**config.mk**
```make
export PLATFORM = sky130hd
export DESIGN_NAME = hex_framed_serial_receiver_top
export DESIGN_NICKNAME = d
export VERILOG_FILES = /design/src/sv/hfsr_pkg.sv /design/src/sv/hfsr_front.sv /design/src/sv/hfsr_queue.sv /design/src/sv/hfsr_back.sv /design/src/sv/hex_framed_serial_receiver_top.sv
export SDC_FILE = /design/constraint.sdc
export NUM_CORES = 1
export LEC_CHECK = 0
export BUFFER_PORTS_ARGS = -buffer_cell sky130_fd_sc_hd__buf_2
export CAP_MARGIN = 20
export CORE_MARGIN = 3
export CORE_UTILIZATION = 43
export DETAILED_ROUTE_END_ITERATION = 8
export HOLD_SLACK_MARGIN = 0.12
export PLACE_DENSITY = 0.65
export SYNTH_ARGS = -nofsm -noshare
export SYNTH_HDL_FRONTEND = slang
export SYNTH_SLANG_ARGS = --single-unit
export TNS_END_PERCENT = 100
```
**constraint.sdc**
```tcl
create_clock -name clock -period 4.79 [get_ports clock]
set_clock_uncertainty 0.1 [all_clocks]
set_input_delay 0 -clock clock [delete_from_list [all_inputs] [get_ports clock]]
set_output_delay 0 -clock clock [all_outputs]
set_load 0.02 [all_outputs]
```
**src/sv/hfsr_pkg.sv**
```systemverilog
// Shared types and constants for the hex framed serial receiver.
`default_nettype none

package hfsr_pkg;

   // Frame header pair and reply bytes.
   localparam logic [7:0] HDR_FIRST  = 8'd12;
   localparam logic [7:0] HDR_SECOND = 8'd10;
   localparam logic [7:0] REPLY_ACK  = 8'd6;
   localparam logic [7:0] REPLY_NAK0 = 8'd2;
   localparam logic [7:0] REPLY_NAK1 = 8'd1;

   // Size field is five bytes, the first four of them hex digits.
   localparam logic [15:0] SIZE_BYTES   = 16'd5;
   localparam logic [15:0] DIGIT_BYTES  = 16'd4;
   localparam logic [15:0] HEADER_SEED  = 16'd22;

   // ASCII hex digit decode constants.
   localparam logic [7:0]  DIGIT_LIMIT  = 8'd58;
   localparam logic [15:0] DIGIT_BASE   = 16'd48;
   localparam logic [15:0] LETTER_BASE  = 16'd55;

   // Width of the result stream data word.
   localparam int RSP_DATA_W = 32;

   // What a queued event turns into on the result side.
   localparam logic [1:0] EV_PAYLOAD = 2'd0;
   localparam logic [1:0] EV_ACK     = 2'd1;
   localparam logic [1:0] EV_NAK     = 2'd2;

   typedef struct packed {
      logic [1:0]  kind;
      logic [7:0]  value;
      logic [15:0] index;
   } event_type;

   typedef struct packed {
      logic      valid;
      event_type ev;
   } queue_head_type;

endpackage

`default_nettype wire

```
**src/sv/hfsr_front.sv**
```systemverilog
// Front end: frame parser that turns received payload and end bytes into queued events.
`default_nettype none

module hfsr_front
   import hfsr_pkg::*;
(
   input  wire logic        clock,
   input  wire logic        reset,
   input  wire logic        accept,
   input  wire logic [7:0]  rx_byte,
   output logic             push,
   output event_type        push_ev
);

   localparam logic [1:0] PH_IDLE = 2'd0;
   localparam logic [1:0] PH_SIZE = 2'd1;
   localparam logic [1:0] PH_DATA = 2'd2;
   localparam logic [1:0] PH_CSUM = 2'd3;

   logic [1:0]  phase_ff, phase_in;
   logic        pair_half_ff, pair_half_in;
   logic [7:0]  held_byte_ff, held_byte_in;
   logic [15:0] field_count_ff, field_count_in;
   logic [15:0] size_value_ff, size_value_in;
   logic [15:0] running_sum_ff, running_sum_in;
   logic [15:0] received_sum_ff, received_sum_in;

   logic [15:0] digit;
   logic [15:0] byte_ext;
   logic [15:0] count_plus;
   logic [15:0] sum_plus;

   assign byte_ext   = {8'd0, rx_byte};
   assign digit      = (rx_byte < DIGIT_LIMIT) ? (byte_ext - DIGIT_BASE)
                                               : (byte_ext - LETTER_BASE);
   assign count_plus = field_count_ff + 16'd1;
   assign sum_plus   = running_sum_ff + byte_ext;

   always_comb begin
      phase_in        = phase_ff;
      pair_half_in    = pair_half_ff;
      held_byte_in    = held_byte_ff;
      field_count_in  = field_count_ff;
      size_value_in   = size_value_ff;
      running_sum_in  = running_sum_ff;
      received_sum_in = received_sum_ff;
      push            = 1'b0;
      push_ev.kind    = EV_PAYLOAD;
      push_ev.value   = rx_byte;
      push_ev.index   = field_count_ff;
      if (accept) begin
         unique case (phase_ff)
            PH_SIZE: begin
               running_sum_in = sum_plus;
               if (field_count_ff < DIGIT_BYTES) begin
                  size_value_in = {size_value_ff[11:0], 4'd0} + digit;
               end
               field_count_in = count_plus;
               if (count_plus >= SIZE_BYTES) begin
                  field_count_in = 16'd0;
                  // The size digits are complete by now, so size_value_ff is final.
                  if (size_value_ff < SIZE_BYTES) begin
                     phase_in     = PH_IDLE;
                     pair_half_in = 1'b0;
                  end else if (size_value_ff == SIZE_BYTES) begin
                     received_sum_in = 16'd0;
                     phase_in        = PH_CSUM;
                  end else begin
                     phase_in = PH_DATA;
                  end
               end
            end
            PH_DATA: begin
               running_sum_in = sum_plus;
               push           = 1'b1;
               field_count_in = count_plus;
               if (count_plus >= size_value_ff - SIZE_BYTES) begin
                  field_count_in  = 16'd0;
                  received_sum_in = 16'd0;
                  phase_in        = PH_CSUM;
               end
            end
            PH_CSUM: begin
               if (field_count_ff < DIGIT_BYTES) begin
                  received_sum_in = {received_sum_ff[11:0], 4'd0} + digit;
                  field_count_in  = count_plus;
               end else begin
                  phase_in       = PH_IDLE;
                  pair_half_in   = 1'b0;
                  field_count_in = 16'd0;
                  running_sum_in = 16'd0;
                  push           = 1'b1;
                  push_ev.kind   = (running_sum_ff == received_sum_ff) ? EV_ACK : EV_NAK;
                  push_ev.index  = 16'd0;
               end
            end
            PH_IDLE: begin
               if (!pair_half_ff) begin
                  held_byte_in = rx_byte;
                  pair_half_in = 1'b1;
               end else begin
                  pair_half_in   = 1'b0;
                  running_sum_in = 16'd0;
                  if (held_byte_ff == HDR_FIRST && rx_byte == HDR_SECOND) begin
                     running_sum_in = HEADER_SEED;
                     size_value_in  = 16'd0;
                     field_count_in = 16'd0;
                     phase_in       = PH_SIZE;
                  end
               end
            end
         endcase
      end
   end

   always_ff @(posedge clock) begin
      if (reset) begin
         phase_ff        <= PH_IDLE;
         pair_half_ff    <= 1'b0;
         held_byte_ff    <= 8'd0;
         field_count_ff  <= 16'd0;
         size_value_ff   <= 16'd0;
         running_sum_ff  <= 16'd0;
         received_sum_ff <= 16'd0;
      end else begin
         phase_ff        <= phase_in;
         pair_half_ff    <= pair_half_in;
         held_byte_ff    <= held_byte_in;
         field_count_ff  <= field_count_in;
         size_value_ff   <= size_value_in;
         running_sum_ff  <= running_sum_in;
         received_sum_ff <= received_sum_in;
      end
   end

endmodule

`default_nettype wire

```
**src/sv/hfsr_queue.sv**
```systemverilog
// Small event queue between the frame parser and the result stage.
`default_nettype none

module hfsr_queue
   import hfsr_pkg::*;
#(
   parameter int DEPTH = 4
)
(
   input  wire logic      clock,
   input  wire logic      reset,
   input  wire logic      push,
   input  event_type      push_ev,
   input  wire logic      pop,
   output queue_head_type head,
   output logic           full
);

   localparam int PTR_W = $clog2(DEPTH);
   localparam int CNT_W = $clog2(DEPTH + 1);
   localparam logic [PTR_W-1:0] LAST_PTR = PTR_W'(DEPTH - 1);
   localparam logic [CNT_W-1:0] FULL_CNT = CNT_W'(DEPTH);

   event_type        entries_ff [DEPTH];
   logic [PTR_W-1:0] wr_ptr_ff, wr_ptr_in;
   logic [PTR_W-1:0] rd_ptr_ff, rd_ptr_in;
   logic [CNT_W-1:0] count_ff, count_in;
   logic             do_push, do_pop;

   assign full       = (count_ff == FULL_CNT);
   assign head.valid = (count_ff != '0);
   assign head.ev    = entries_ff[rd_ptr_ff];
   assign do_push    = push && !full;
   assign do_pop     = pop && head.valid;

   always_comb begin
      wr_ptr_in = wr_ptr_ff;
      rd_ptr_in = rd_ptr_ff;
      count_in  = count_ff;
      if (do_push) begin
         wr_ptr_in = (wr_ptr_ff == LAST_PTR) ? '0 : wr_ptr_ff + 1'b1;
      end
      if (do_pop) begin
         rd_ptr_in = (rd_ptr_ff == LAST_PTR) ? '0 : rd_ptr_ff + 1'b1;
      end
      if (do_push && !do_pop) begin
         count_in = count_ff + 1'b1;
      end else if (do_pop && !do_push) begin
         count_in = count_ff - 1'b1;
      end
   end

   always_ff @(posedge clock) begin
      if (do_push) begin
         entries_ff[wr_ptr_ff] <= push_ev;
      end
   end

   always_ff @(posedge clock) begin
      if (reset) begin
         wr_ptr_ff <= '0;
         rd_ptr_ff <= '0;
         count_ff  <= '0;
      end else begin
         wr_ptr_ff <= wr_ptr_in;
         rd_ptr_ff <= rd_ptr_in;
         count_ff  <= count_in;
      end
   end

endmodule

`default_nettype wire

```
**src/sv/hfsr_back.sv**
```systemverilog
// Result stage: expands queued events into result transfers with an output register.
`default_nettype none

module hfsr_back
   import hfsr_pkg::*;
(
   input  wire logic        clock,
   input  wire logic        reset,
   input  queue_head_type   head,
   output logic             pop,
   output logic             out_valid,
   input  wire logic        out_ready,
   output logic             out_event,
   output logic [7:0]       out_value,
   output logic [15:0]      out_index,
   output logic             out_ok,
   output logic             out_last
);

   logic        valid_ff, valid_in;
   logic        second_ff, second_in;
   logic        event_ff, event_in;
   logic [7:0]  value_ff, value_in;
   logic [15:0] index_ff, index_in;
   logic        ok_ff, ok_in;
   logic        last_ff, last_in;
   logic        load;

   assign load = !valid_ff || out_ready;

   always_comb begin
      valid_in  = valid_ff;
      second_in = second_ff;
      event_in  = event_ff;
      value_in  = value_ff;
      index_in  = index_ff;
      ok_in     = ok_ff;
      last_in   = last_ff;
      pop       = 1'b0;
      if (load) begin
         valid_in = head.valid;
         if (head.valid) begin
            index_in = head.ev.index;
            unique case (head.ev.kind)
               EV_PAYLOAD: begin
                  event_in = 1'b0;
                  value_in = head.ev.value;
                  ok_in    = 1'b0;
                  last_in  = 1'b1;
                  pop      = 1'b1;
               end
               EV_ACK: begin
                  event_in = 1'b1;
                  value_in = REPLY_ACK;
                  ok_in    = 1'b1;
                  last_in  = 1'b1;
                  pop      = 1'b1;
               end
               EV_NAK: begin
                  // A failed frame answers with two reply bytes; the entry stays
                  // queued until the second one is loaded.
                  event_in  = 1'b1;
                  ok_in     = 1'b0;
                  value_in  = second_ff ? REPLY_NAK1 : REPLY_NAK0;
                  last_in   = second_ff;
                  pop       = second_ff;
                  second_in = !second_ff;
               end
               default: begin
                  valid_in = 1'b0;
                  pop      = 1'b1;
               end
            endcase
         end
      end
   end

   always_ff @(posedge clock) begin
      if (reset) begin
         valid_ff  <= 1'b0;
         second_ff <= 1'b0;
      end else begin
         valid_ff  <= valid_in;
         second_ff <= second_in;
      end
   end

   always_ff @(posedge clock) begin
      event_ff <= event_in;
      value_ff <= value_in;
      index_ff <= index_in;
      ok_ff    <= ok_in;
      last_ff  <= last_in;
   end

   assign out_valid = valid_ff;
   assign out_event = event_ff;
   assign out_value = value_ff;
   assign out_index = index_ff;
   assign out_ok    = ok_ff;
   assign out_last  = last_ff;

endmodule

`default_nettype wire

```
**src/sv/hex_framed_serial_receiver_top.sv**
```systemverilog
// Top level of the hex framed serial receiver.
//
// The req channel takes one received byte per transfer. Outside a frame the
// bytes are read in pairs until the pair 0x0C 0x0A opens a frame; four hex
// size digits and a fifth size byte follow, then the payload, four hex
// checksum digits and an end byte. Every payload byte comes out on the rsp
// channel with its index (tuser 0). The end byte yields the reply: one
// transfer with 6 on a good checksum, or two transfers 2 then 1 on a bad one
// (tuser 1); tlast marks the final result caused by an input byte.
// A byte is taken every cycle while the event queue has room, so throughput
// is one byte per cycle; a failed frame's reply uses two output transfers.
// A result passes through the queue and the output register to reach rsp.
// When the rsp side stalls, the output register holds and the queue of
// QUEUE_DEPTH events fills; req_tready drops only when the queue is full.
// Reset is synchronous and returns the parser to pair hunting with an empty
// queue and no result pending.
`default_nettype none

module hex_framed_serial_receiver_top
   import hfsr_pkg::*;
#(
   parameter int QUEUE_DEPTH = 4
)
(
   input  wire logic                  clock,
   input  wire logic                  reset,
   input  wire logic                  req_tvalid,
   output logic                       req_tready,
   input  wire logic [7:0]            req_tdata,   // [7:0] rx_byte
   output logic                       rsp_tvalid,
   input  wire logic                  rsp_tready,
   output logic [RSP_DATA_W-1:0]      rsp_tdata,   // [7:0] value, [23:8] payload_index,
                                                   // [24] frame_ok, rest zero
   output logic                       rsp_tuser,   // [0] event_res
   output logic                       rsp_tlast
);

   logic           accept;
   logic           push;
   event_type      push_ev;
   logic           pop;
   logic           full;
   queue_head_type head;
   logic [7:0]     out_value;
   logic [15:0]    out_index;
   logic           out_ok;

   assign req_tready = !full;
   assign accept     = req_tvalid && req_tready;

   hfsr_front u_front (
      .clock   (clock),
      .reset   (reset),
      .accept  (accept),
      .rx_byte (req_tdata),
      .push    (push),
      .push_ev (push_ev)
   );

   hfsr_queue #(
      .DEPTH (QUEUE_DEPTH)
   ) u_queue (
      .clock   (clock),
      .reset   (reset),
      .push    (push),
      .push_ev (push_ev),
      .pop     (pop),
      .head    (head),
      .full    (full)
   );

   hfsr_back u_back (
      .clock     (clock),
      .reset     (reset),
      .head      (head),
      .pop       (pop),
      .out_valid (rsp_tvalid),
      .out_ready (rsp_tready),
      .out_event (rsp_tuser),
      .out_value (out_value),
      .out_index (out_index),
      .out_ok    (out_ok),
      .out_last  (rsp_tlast)
   );

   assign rsp_tdata = {(RSP_DATA_W - 25)'(0), out_ok, out_index, out_value};

endmodule

`default_nettype wire

```
Word level (Yosys, flattened, before mapping)
Memory sizes are Yosys's and may differ from the RTL's. A register that Yosys moved wholly into a read port is not among the register bits.
Index checks and enable logic that the tools add are counted.
{"block": "classes", "add_sub_neg": 11, "magnitude_cmp": 5, "n_eq_ne": 22, "mux": 60, "bitwise": 1, "n_reduce_logical": 41}
{"operator": "two-way mux 16 bit", "count": 17}
{"operator": "case mux 16 bit (3 select lines)", "count": 2}
{"operator": "case mux 16 bit (4 select lines)", "count": 1}
{"operator": "adder 16 bit", "count": 2}
{"operator": "less-than comparator 16 x 3 -> 1 bit (second input constant)", "count": 2}
{"operator": "case mux 16 bit (2 select lines)", "count": 1}
{"operator": "two-way mux 2 bit", "count": 15}
{"operator": "case mux 8 bit (3 select lines)", "count": 1}
{"operator": "AND reduction 3 bit", "count": 8}
{"operator": "subtractor 8 x 6 -> 9 bit (second input constant)", "count": 2}
{"operator": "adder 16 x 1 -> 16 bit (second input constant)", "count": 1}
{"operator": "adder 16 x 8 -> 16 bit", "count": 1}
{"operator": "== test 16 bit", "count": 1}
{"operator": "== test 16 x 3 -> 1 bit (second input constant)", "count": 1}
{"operator": "== test 8 x 4 -> 1 bit (second input constant)", "count": 2}
{"operator": "greater-or-equal comparator 16 bit", "count": 1}
{"operator": "greater-or-equal comparator 16 x 3 -> 1 bit (second input constant)", "count": 1}
{"operator": "!= test 2 x 1 -> 1 bit (second input constant)", "count": 8}
{"operator": "subtractor 16 x 3 -> 16 bit (second input constant)", "count": 1}
{"operator": "two-way mux 1 bit", "count": 14}
{"operator": "nonzero test 3 bit", "count": 4}
{"operator": "== test 2 bit (second input constant)", "count": 5}
{"operator": "AND reduction 5 bit", "count": 2}
{"operator": "nonzero test 2 bit", "count": 5}
{"operator": "other kinds (22)", "count": 42}
{"block": "totals", "ff_bits": 111, "mem_bits_rw": 104, "out_inout_bits": 36, "word_cells": 158, "mem_count": 1}
{"memory": "u_queue.entries_ff", "words": 4, "width": 26, "rd": 1, "rd_ports_with_merged_regs": 1, "write_ports": 1, "line": "hfsr_queue.sv:24", "source": "event_type entries_ff [DEPTH];"}

Logic depth before layout (Yosys ltp)
Gate-level depths: netlist of the first run.
{"block": "logic_depth", "ltp_word": 9, "depth_mapped": 16, "mapped_depth_nobuf": 15}

Modules after synthesis
A second synthesis of the first run with hierarchy kept.
{"block": "hier_totals", "cells_unflattened": 1036, "hier_area_um2": 11648.7}
{"module": "hfsr_front", "instances": 1, "cells_each": 778, "area_per_inst_um2": 6243.5, "seq_area_each_um2": 1501.4}
{"module": "hfsr_queue", "instances": 1, "cells_each": 186, "area_per_inst_um2": 4256.6, "seq_area_each_um2": 3303.2}
{"module": "hfsr_back", "instances": 1, "cells_each": 61, "area_per_inst_um2": 1074.8, "seq_area_each_um2": 850.8}
{"module": "hex_framed_serial_receiver_top", "instances": 1, "cells_each": 11, "area_per_inst_um2": 73.8, "seq_area_each_um2": 0.0}

Worst setup path after synthesis of the first run
No wires, ideal clock.
{"block": "synth_path", "kind": "register to register", "from": "reg (tool-made name)", "to": "reg u_queue.count_ff[2]", "setup_time_ns": 0.070, "arrival_time_ns": 3.498, "required_time_ns": 4.620, "path_slack_ns": 1.122, "stages_incl_launch_ff": 14, "n_path_buf": 2, "period_less_slack_ns": 3.668, "path_cell_list": "dfxtp_1 > clkbuf_1 > clkbuf_1 > mux4_2 > inv_1 > ha_1 > nand2b_1 > nand2_1 > ha_1 > inv_1 > fa_1 > xor2_1 > or3_1 > a21oi_1"}
{"item": "to (signal assigned)", "line": "hfsr_queue.sv:67", "source": "count_ff <= count_in;"}
{"item": "to (decl)", "line": "hfsr_queue.sv:27", "source": "logic [CNT_W-1:0] count_ff, count_in;"}

Worst setup path in the final report of the first run
{"block": "layout_path", "from": "reg u_front.field_count_ff[0]", "to": "reg u_front.phase_ff[0]"}
{"block": "layout_between", "elab_chain_len": 4, "word_cells_on_any_way": 8}
{"item": "from (decl)", "line": "hfsr_front.sv:23", "source": "logic [15:0] field_count_ff, field_count_in;"}
{"item": "from (signal assigned)", "line": "hfsr_front.sv:129", "source": "field_count_ff <= field_count_in;"}
{"item": "adder 16 x 1 -> 16 bit", "line": "hfsr_front.sv:36", "source": "assign count_plus = field_count_ff + 16'd1;"}
{"item": "greater-or-equal comparator 16 bit or greater-or-equal comparator 16 x 3 -> 1 bit (tied branches)", "line": "hfsr_front.sv:77, hfsr_front.sv:59"}
{"item": "!= test 2 x 1 -> 1 bit (no line)"}
{"item": "AND reduction 6 bit (no line) *"}
{"item": "to (signal assigned)", "line": "hfsr_front.sv:126", "source": "phase_ff <= phase_in;"}
{"item": "to (decl)", "line": "hfsr_front.sv:20", "source": "logic [1:0] phase_ff, phase_in;"}
Mark *: on every way between the ends. The rest lies on a longest branch, timed or not.
A chain may end at the register's enable or synchronous reset.

==> impl_metrics.env, run 1 <==
export IMPL_die_x_um=169
export IMPL_drt_initial_drc_count=615
export IMPL_power_density_nw_per_um2=308
export IMPL_yosys_top_cells_area="edfxtp_1 34%, dfxtp_1 15%, ha_1 7.8%, mux4_2 5.1%, xnor2_1 4.4%"
export IMPL_critPathArrivalTime_ns=4.11
export IMPL_die_y_um=169
export IMPL_rr_startpoint="u_front.field_count_ff[0]$_SDFFE_PP0P_"
export IMPL_synth_edff_count=131
export IMPL_remaining_drc_errors=0
export IMPL_critPathKind="reg -> reg"
export IMPL_grt_pass1_wl_mm=40.1
export IMPL_final_area_um2=12800
export IMPL_grtUsageTotal=0.172
export IMPL_startpoint="u_front.field_count_ff[0]$_SDFFE_PP0P_"
export IMPL_fin_setup_tns_ns=0
export IMPL_routed_wirelength_mm=24.8
export IMPL_avgSynthCellArea_um2=11.2
export IMPL_routedWlPerCell_um=17.4
export IMPL_clockBufferDepth=3
export IMPL_finalPower_w=0.00395
export IMPL_min_from="req_tdata[0]"
export IMPL_peakVddDrop_uv=198
export IMPL_first_pass_iters=5
export IMPL_cap_violations=0
export IMPL_slowest_delay_ns=0.65
export IMPL_p_leak_nw=4.64
export IMPL_critical_path_top_delay_family="simple AND/OR/NAND/NOR gates"
export IMPL_finalWeightedCongestion=0.873
export IMPL_worst_setup_path_start_kind="register"
export IMPL_initial_core_util=0.438
export IMPL_rows=59
export IMPL_period_needed_ns=3.75
export IMPL_outcome="finished clean"
export IMPL_numCtsBuffers=24
export IMPL_critPathBufInv=0
export IMPL_ys_seq_elements=217
export IMPL_antenna_left=0
export IMPL_drv_slew=0
export IMPL_hp_class="in -> reg"
export IMPL_worstPathCellList="ha_1 -> nand3_1 -> nor4_1 -> xor2_1 -> ha_1 -> a21oi_1 -> o21ai_1 -> a31oi_1 -> nor2_1 -> nand2_1 -> or4_1 -> a21oi_1"
export IMPL_num_io_pins=48
export IMPL_synthArstFlopShare=0
export IMPL_drive_above_1_share=0.128
export IMPL_ys_types=80
export IMPL_areaGrowthSynthToFinish_pct=12.2
export IMPL_maxSlewHeadroom=0.394
export IMPL_rsz0062_at_grt="false"
export IMPL_clk_latency_ns=0.52
export IMPL_path_max_fanout=19
export IMPL_cts_htree_levels=1
export IMPL_placed_cell_area_um2=11900
export IMPL_grt_max_degree=53
export IMPL_netlist_instances=1025
export IMPL_design_core_area_um2=26100
export IMPL_yosys_warnings=0
export IMPL_cts_tree="yes"
export IMPL_grt_pass1_vias=7598
export IMPL_netlist_area_um2=11400
export IMPL_synth_top_area_cell="edfxtp_1"
export IMPL_antenna_found_initial=0
export IMPL_hold_viol=0
export IMPL_vias=7841
export IMPL_ys_flop_type="edfxtp_1"
export IMPL_cts_resized=0
export IMPL_cp_end_kind="register"
export IMPL_required_ns=5.15
export IMPL_n_antenna_cell=0
export IMPL_dieArea_um2=28600
export IMPL_cts_root_buf="clkbuf_16"
export IMPL_fmax_mhz=267
export IMPL_portBuffers=40
export IMPL_cp_slowest_cell="or4_1"
export IMPL_setup_viol=0
export IMPL_layout_nets=1155
export IMPL_ys_seq_area_frac=0.495
export IMPL_fin_crit_sh=0.783
export IMPL_clk_pin_slew_ns=0.06
export IMPL_worstMarginPinSlew_ns=0.906
export IMPL_netlist_area_leader_share=0.344
export IMPL_viasPerCell=5.52
export IMPL_clock_sinks=217
export IMPL_grt_ovfl_total=0
export IMPL_hpwl_mm=17.3
## cells by family after synthesis
kind of cell / count (synthesis) / share of synthesized area
xor+xnor: 81 / 0.0620
flops: 217 / 0.495
simple gates: 313 / 0.145
buf+inv: 104 / 0.0391
compound gates: 196 / 0.112
other cells: 1 / 0.000328
fa+ha+maj: 75 / 0.0847
mux: 38 / 0.0622
## per-stage QoR
step | util | worst slack [ns] | hold slack (ns) | cells
5_1_grt | 0.491 | 0.732 | 0.239 | 1421
3_5_place_dp | 0.457 | 1.13 | 0.221 | 1365
4_1_cts | 0.491 | 1.10 | 0.210 | 1421
6_report | 0.491 | 1.04 | 0.223 | 1421
3_3_place_gp | 0.457 | 1.17 | 0.213 | 1365
2_1_floorplan | - | 1.12 | -0.00113 | 1031
## power breakdown
part	total, W	internal [W]	switching [W]	leakage [nW]
registers	0.00197	0.00197	0.00000467	1.81
logic	0.000158	0.0000567	0.000102	2.46
clock network	0.00182	0.00106	0.000760	0.371
## final timing paths
kind                                                                to  slack [ns]  depth (start not counted)
worst min-delay path               u_queue.entries_ff[2][16]$_DFFE_PP_        0.22                          2
worst max register to register        u_front.phase_ff[0]$_SDFFE_PP0P_        1.04                         12
worst min register to register  u_front.running_sum_ff[5]$_SDFFE_PP0P_        0.39                          2
worst max-delay path                  u_front.phase_ff[0]$_SDFFE_PP0P_        1.04                         12
## sequential cells by signal, summed over array words and instances, names as in the netlist, named ones only
signal                   cells
u_back.out_event             1
u_back.out_index            16
u_back.out_last              1
u_back.out_ok                1
u_back.out_valid             1
u_back.out_value             8
u_back.second_ff             1
u_front.field_count_ff      16
u_front.held_byte_ff         8
u_front.pair_half_ff         1
u_front.phase_ff             2
u_front.received_sum_ff     16
u_front.running_sum_ff      16
u_front.size_value_ff       16
u_queue.count_ff             3
u_queue.entries_ff         104
u_queue.rd_ptr_ff            2
u_queue.wr_ptr_ff            2
## cells in the final DEF (no fill, tap or decap), drive strengths merged, types with 11 or more instances in the layout
| cell | n |
|---|---|
| dfxtp | 86 |
| ha | 71 |
| nor2b | 25 |
| nand4 | 20 |
| edfxtp | 131 |
| o21ai | 44 |
| nor4 | 17 |
| clkbuf | 31 |
| nor3 | 28 |
| nand2 | 54 |
| inv | 49 |
| o31ai | 11 |
| nand3 | 26 |
| xor2 | 24 |
| nor2 | 81 |
| xnor2 | 57 |
| mux4 | 26 |
| buf | 54 |
| a21oi | 60 |
| nand2b | 11 |
| dlygate4sd3 | 12 |
## synth_stat cells, drive strengths merged (5+ instances only)
library cell	n
ha	71
nor2	81
nor3	28
inv	48
o31ai	11
xor2	24
edfxtp	131
nand2b	11
nand4	20
mux2i	8
and3	7
mux4	26
a21oi	60
a211oi	6
a31oi	10
or4	5
o22ai	5
nand3	26
nor4	17
o21a	5
buf	27
xnor2	57
nor2b	25
o211ai	9
or3	7
a31o	6
o21ai	44
nand2	54
dfxtp	86
and2	10
a22o	7
clkbuf	28
## layout make-up
| class | instances | area, um2 |
|---|---|---|
| well taps | 335 | 419 |
| multi-input cells | 710 | 5370 |
| inverters | 49 | 184 |
| fillers | 2324 | 13300 |
| clock inverters | 13 | 140 |
| flip-flops and latches | 217 | 5660 |
| clock buffers | 31 | 637 |
| repair buffers | 66 | 425 |
## routing by layer
metal	vias up	share of wire	global-route usage
met5	-	0	0
met4	0	0.020	0.0434
met3	34	0.040	0.0224
met2	181	0.47	0.289
met1	3757	0.47	0.236
li1	3869	-	-
## timing repair
action / 4_1_cts / 5_1_grt
endpoints found under the setup margin: 0 / 0
buffers inserted: 0 / 0
hold buffers: 12 / 0
endpoints found under the hold margin: 91 / 0
Note: power is estimated with default switching activity, not from simulation.
==> inputs of run 2 (changes only) <==
--- a/config.mk
+++ b/config.mk
@@ -5,13 +5,14 @@
 export SDC_FILE = /design/constraint.sdc
 export NUM_CORES = 1
 export LEC_CHECK = 0
+export ABC_AREA = 1
 export BUFFER_PORTS_ARGS = -buffer_cell sky130_fd_sc_hd__buf_2
 export CAP_MARGIN = 20
 export CORE_MARGIN = 3
 export CORE_UTILIZATION = 43
 export DETAILED_ROUTE_END_ITERATION = 8
 export HOLD_SLACK_MARGIN = 0.12
-export PLACE_DENSITY = 0.65
+export PLACE_DENSITY = 0.67
 export SYNTH_ARGS = -nofsm -noshare
 export SYNTH_HDL_FRONTEND = slang
 export SYNTH_SLANG_ARGS = --single-unit
==> constraint.sdc (replaced) <==
create_clock -name clock -period 3.35 [get_ports clock]
set_clock_uncertainty 0.1 [all_clocks]
set_input_delay 0 -clock clock [delete_from_list [all_inputs] [get_ports clock]]
set_output_delay 0 -clock clock [all_outputs]
set_load 0.02 [all_outputs]
==> impl_metrics.env, run 2 <==
export IMPL_hold_path_end="u_queue.entries_ff[3][23]$_DFFE_PP_"
export IMPL_outcome="finished clean"
export IMPL_dp_worst_setup_slack_ns=-0.0363
export IMPL_rows=60
export IMPL_cts_tree="yes"
export IMPL_critPathArrivalTime_ns=3.41
export IMPL_areaGrowthSynthToFinish_pct=13.7
export IMPL_nFillCells=2566
export IMPL_min_path_cells=2
export IMPL_p_switching_w=0.00223
export IMPL_grtUsageTotal=0.176
export IMPL_yosys_top_cells_area="edfxtp_1 33%, dfxtp_1 14%, nand2_1 8.0%, ha_1 7.4%, nor2_1 6.0%"
export IMPL_worstReg2RegEnd="u_front.received_sum_ff[5]$_SDFFE_PP0P_"
export IMPL_first_pass_iters=6
export IMPL_drv_slew=0
export IMPL_worst_setup_path_start_kind="register"
export IMPL_die_x_um=173
export IMPL_die_y_um=173
export IMPL_synth_top_area_cell="edfxtp_1"
export IMPL_grt_pass1_wl_mm=44.6
export IMPL_final_common_cell="nand2_1"
export IMPL_setup_viol=0
export IMPL_hold_viol=0
export IMPL_remaining_drc_errors=0
export IMPL_antenna_left=0
export IMPL_swShare=0.307
export IMPL_path_max_fanout=6
export IMPL_seqPwrFrac=0.443
export IMPL_finalPower_w=0.00728
export IMPL_netlist_area_um2=12000
export IMPL_holdWs_ns=0.285
export IMPL_worstMarginPinSlew_ns=1.01
export IMPL_largest_reg_flops=104
export IMPL_finalWeightedCongestion=0.872
export IMPL_cp_end_kind="register"
export IMPL_register_area_um2=5660
export IMPL_ys_types=51
export IMPL_viasPerCell=5.20
export IMPL_fmax_mhz=319
export IMPL_avgSynthCellArea_um2=8.43
export IMPL_synth_common_cells="256 x nand2_1, 191 x nor2_1, 141 x inv_1, 131 x edfxtp_1, 117 x a21oi_1"
export IMPL_yosysMostFrequentCell="nand2_1"
export IMPL_min_from="req_tdata[7]"
export IMPL_portBuffers=40
export IMPL_hp_class="in -> reg"
export IMPL_rr_worst_depth=21
export IMPL_grt_pass1_vias=9206
export IMPL_clk_pin_slew_ns=0.06
export IMPL_critPathKind="reg -> reg"
export IMPL_grt_ovfl_total=0
export IMPL_clk_latency_ns=0.53
export IMPL_fin_ws_ns=0.216
export IMPL_clockBufferDepth=3
export IMPL_design_core_area_um2=27300
export IMPL_maxSlewHeadroom=0.323
export IMPL_synth_edff_count=131
export IMPL_num_io_pins=48
export IMPL_rsz0062_at_grt="false"
export IMPL_clkPwrFrac=0.339
export IMPL_synthArstFlopShare=0
export IMPL_ys_seq_area_frac=0.470
export IMPL_ys_flop_type="edfxtp_1"
export IMPL_clock_sinks=217
export IMPL_routed_wirelength_mm=27.1
export IMPL_ys_seq_elements=217
export IMPL_cts_htree_levels=1
export IMPL_layout_nets=1580
export IMPL_combPwrFrac=0.218
export IMPL_fin_crit_sh=0.936
export IMPL_layout_common_cells="256 x nand2_1, 185 x nor2_1, 140 x inv_1, 131 x edfxtp_1, 116 x a21oi_1"
export IMPL_grt_max_degree=66
export IMPL_vias=9779
export IMPL_p_leak_nw=5.64
export IMPL_antenna_found_initial=0
export IMPL_hpwl_mm=19.2
export IMPL_drt_initial_drc_count=719
export IMPL_numCtsBuffers=23
export IMPL_rr_startpoint="u_front.size_value_ff[0]$_SDFFE_PP0P_"
export IMPL_power_density_nw_per_um2=533
export IMPL_period_needed_ns=3.13
export IMPL_ff2ff_setup_slack_ns=0.22
export IMPL_largest_register="u_queue.entries_ff"
export IMPL_initial_core_util=0.441
export IMPL_yosys_warnings=0
export IMPL_routedWlPerCell_um=14.4
export IMPL_peakVddDrop_uv=321
export IMPL_cap_violations=0
export IMPL_required_ns=3.63
export IMPL_dieArea_um2=30000
export IMPL_drive_above_1_share=0.119
export IMPL_p_int_w=0.00505
export IMPL_netlist_instances=1427
export IMPL_multi_input_comb_area_um2=5640
export IMPL_n_antenna_cell=0
export IMPL_cts_root_buf="clkbuf_16"
export IMPL_netlist_area_leader_share=0.327
run 2: stage by stage:
stage               instance area (um2)   util  TNS (ns)  cells
floorplan                         12000      -         0   1433
global placement                  12700  0.468         0   1825
detailed placement                12700  0.468    -0.308   1825
CTS                               13600  0.499         0   1880
global route                      13700  0.502         0   1882
finish                            13700  0.502         0   1882
run 2: repair_timing:
action | CTS | global route
gates resized for setup | 1 | 11
setup endpoints to repair | 16 | 35
pin swaps | 0 | 2
setup buffers | 0 | 2
hold endpoints to repair | 122 | 0
hold buffers | 13 | 0
run 2: cells by family after synthesis:
kind of cell             synth area share
other                            0.000312
AO/OA/AOI/OAI                       0.118
flip-flops                          0.470
XOR/XNOR                           0.0313
adder cells (fa/ha/maj)            0.0805
AND/OR/NAND/NOR                     0.233
buffers and inverters              0.0669
run 2: worst max-delay path, stage by stage, from the launching register on:
cell and delay [ns]:
dfxtp_1 0.32, buf_4 0.14, inv_1 0.08, ha_1 0.18, inv_1 0.04, nand2_1 0.08
nand3_2 0.12, inv_2 0.09, nand3_1 0.11, nor3_2 0.15, xor2_1 0.15, inv_1 0.06
ha_1 0.28, nand2_1 0.10, nor2_1 0.06, a21oi_1 0.18, nand4_1 0.18, nand2_1 0.16
inv_4 0.08, buf_4 0.16, nand3_1 0.10, a21oi_2 0.06
run 2: area by class of cell:
cell class	instances	area share
Clock buffer	25	0.0427
Timing Repair Buffer	84	0.0449
Sequential cell	217	0.414
Clock inverter	17	0.0112
Inverter	148	0.0408
Tap cell	372	0.0341
Multi-Input combinational cell	1019	0.413
run 2: routing by layer:
layer	GRT usage	wire (um)
met3	0.0243	1330
met1	0.233	12500
met2	0.300	12700
met4	0.0514	554
met5	0	0
run 2: how the worst max path moves through the flow:
stage                                                from                                        to  slack, ns
finish              u_front.size_value_ff[0]$_SDFFE_PP0P_   u_front.received_sum_ff[5]$_SDFFE_PP0P_       0.22
global route        u_front.size_value_ff[0]$_SDFFE_PP0P_  u_front.received_sum_ff[13]$_SDFFE_PP0P_      0.002
CTS                 u_front.size_value_ff[0]$_SDFFE_PP0P_  u_front.received_sum_ff[12]$_SDFFE_PP0P_       0.03
detailed placement  u_front.size_value_ff[1]$_SDFFE_PP0P_  u_front.received_sum_ff[12]$_SDFFE_PP0P_      -0.04
global placement    u_front.size_value_ff[1]$_SDFFE_PP0P_  u_front.received_sum_ff[11]$_SDFFE_PP0P_       0.04
floorplan           u_front.size_value_ff[0]$_SDFFE_PP0P_   u_front.received_sum_ff[0]$_SDFFE_PP0P_       0.29
run 2: power groups by stage:
stage,Combinational (W),Clock (W),Sequential (W)
2_1_floorplan,0.000859,0,0.00350
5_1_grt,0.00177,0.00263,0.00325
4_1_cts,0.00160,0.00252,0.00323
6_report,0.00159,0.00247,0.00322
3_3_place_gp,0.00156,0,0.00328
3_5_place_dp,0.00157,0,0.00328
==> inputs of run 3 (changes only) <==
--- a/config.mk
+++ b/config.mk
@@ -13,6 +13,7 @@
 export DETAILED_ROUTE_END_ITERATION = 8
 export HOLD_SLACK_MARGIN = 0.12
 export PLACE_DENSITY = 0.67
+export REMOVE_ABC_BUFFERS = 1
 export SYNTH_ARGS = -nofsm -noshare
 export SYNTH_HDL_FRONTEND = slang
 export SYNTH_SLANG_ARGS = --single-unit
==> impl_metrics.env, run 3 (same netlist as run 2, synthesis figures left out) <==
export IMPL_vias=9786
export IMPL_initial_core_util=0.441
export IMPL_hpwl_mm=20.1
export IMPL_critPathKind="reg -> reg"
export IMPL_rows=60
export IMPL_grt_pass1_wl_mm=45.6
export IMPL_layout_nets=1584
export IMPL_grt_max_degree=66
export IMPL_routedWlPerCell_um=14.8
export IMPL_cp_end_kind="register"
export IMPL_clkPwrFrac=0.364
export IMPL_register_area_um2=5660
export IMPL_setup_viol=0
export IMPL_drt_initial_drc_count=859
export IMPL_top_usage_layer="met2"
export IMPL_drive_above_1_share=0.125
export IMPL_maxSlewHeadroom=0.458
export IMPL_p_switching_w=0.00227
export IMPL_post_route_util=0.507
export IMPL_antenna_left=0
export IMPL_met1_usage=0.246
export IMPL_remaining_drc_errors=0
export IMPL_fmax_mhz=318
export IMPL_portBuffers=40
export IMPL_antenna_found_initial=0
export IMPL_grt_ovfl_total=0
export IMPL_first_pass_iters=5
export IMPL_n_antenna_cell=0
export IMPL_clock_sinks=217
export IMPL_p_int_w=0.00539
export IMPL_combPwrFrac=0.214
export IMPL_power_density_nw_per_um2=554
export IMPL_fin_crit_sh=0.939
export IMPL_numCtsBuffers=23
export IMPL_swShare=0.297
export IMPL_num_io_pins=48
export IMPL_cts_tree="yes"
export IMPL_nFillCells=2571
export IMPL_layoutNonFillerInstCount=1886
export IMPL_hold_viol=0
export IMPL_cap_violations=0
export IMPL_final_common_cell="nand2_1"
export IMPL_grtUsageTotal=0.180
export IMPL_cts_htree_levels=1
export IMPL_clk_pin_slew_ns=0.06
export IMPL_layout_common_cells="255 x nand2_1, 184 x nor2_1, 140 x inv_1, 131 x edfxtp_1, 116 x a21oi_1"
export IMPL_areaGrowthSynthToFinish_pct=14.8
export IMPL_path_max_fanout=6
export IMPL_fin_setup_tns_ns=0
export IMPL_required_ns=3.69
export IMPL_die_x_um=173
export IMPL_drv_slew=0
export IMPL_finalWeightedCongestion=0.862
export IMPL_dieArea_um2=30000
export IMPL_peakVddDrop_uv=380
export IMPL_worstMarginPinSlew_ns=0.813
export IMPL_seqPwrFrac=0.422
export IMPL_clockBufferDepth=3
export IMPL_routed_wirelength_mm=27.8
export IMPL_design_core_area_um2=27300
export IMPL_multi_input_comb_area_um2=5650
export IMPL_hp_class="in -> reg"
export IMPL_largest_register="u_queue.entries_ff"
export IMPL_viasPerCell=5.19
export IMPL_die_y_um=173
export IMPL_outcome="finished clean"
export IMPL_met3_usage=0.0217
export IMPL_grt_use_met2=0.309
export IMPL_largest_reg_flops=104
export IMPL_period_needed_ns=3.14
export IMPL_critPathArrivalTime_ns=3.49
export IMPL_placedCellCount=1831
export IMPL_p_leak_nw=5.71
export IMPL_clk_latency_ns=0.51
export IMPL_cts_root_buf="clkbuf_16"
export IMPL_worst_setup_path_start_kind="register"
export IMPL_grt_pass1_vias=9166
==> run 3: worst paths after layout <==
| check | to | slack, ns | cells past startpoint | from |
|---|---|---|---|---|
| max | u_front.received_sum_ff[3]$_SDFFE_PP0P_ | 0.21 | 20 | u_front.size_value_ff[1]$_SDFFE_PP0P_ |
| min | u_queue.entries_ff[2][23]$_DFFE_PP_ | 0.31 | 2 | req_tdata[7] |
| max reg2reg | u_front.received_sum_ff[3]$_SDFFE_PP0P_ | 0.21 | 20 | u_front.size_value_ff[1]$_SDFFE_PP0P_ |
| min reg2reg | u_front.held_byte_ff[3]$_SDFFE_PP0P_ | 0.37 | 2 | u_front.held_byte_ff[3]$_SDFFE_PP0P_ |
==> run 3: worst max-delay path, stage by stage, from the launching register on <==
cell     delay (ns)
dfxtp_1        0.35
inv_2          0.10
ha_1           0.18
inv_1          0.05
nand2_1        0.08
nand3_1        0.13
inv_1          0.12
nand3_1        0.13
nor3_2         0.15
xor2_1         0.18
inv_1          0.06
ha_1           0.30
nand2_1        0.09
nor3_2         0.15
nand2_1        0.09
nand4_1        0.17
nand2_2        0.09
inv_2          0.14
buf_4          0.17
nand3_1        0.10
a21oi_2        0.16
==> run 3: timing repair <==
| action | 4_1_cts | 5_1_grt |
|---|---|---|
| hold buffers | 12 | 0 |
| endpoints found under the hold margin | 98 | 0 |
| resized for setup | 3 | 11 |
| gates cloned | 0 | 0 |
| endpoints found under the setup margin | 10 | 26 |
| setup buffers | 0 | 1 |
| pin swaps | 1 | 4 |
==> run 3: layout make-up <==
cell class / count / share of cell area
tap: 372 / 0.0337
multi-input combinational: 1019 / 0.409
clock inverter: 19 / 0.0189
clock buffer: 23 / 0.0417
timing repair buffer: 88 / 0.0464
sequential: 217 / 0.410
inverter: 148 / 0.0405
==> run 3: routing by layer <==
metal	wire (um)	part of all wire
met5	0	0
met1	12900	0.46
met2	13100	0.47
met3	1470	0.053
met4	347	0.012
==> run 3: power groups by stage <==
stage / clock, W / sequential, W / combinational, W
3_5_place_dp: 0 / 0.00329 / 0.00161
5_1_grt: 0.00293 / 0.00326 / 0.00181
6_report: 0.00279 / 0.00323 / 0.00164
4_1_cts: 0.00283 / 0.00323 / 0.00163
3_3_place_gp: 0 / 0.00328 / 0.00158
2_1_floorplan: 0 / 0.00356 / 0.000743
==> run 3: metrics by stage <==
stage                     total power, W  hold WS (ns)  area (um2)  setup WS (ns)
after floorplan                  0.00430       -0.0376       11800         -0.473
after CTS                        0.00769         0.281       13800         0.0359
after detailed placement         0.00490         0.230       12800        -0.0210
after global routing             0.00800         0.323       13800        -0.0461
after global placement           0.00486         0.217       12800         0.0799
final                            0.00766         0.308       13800          0.205
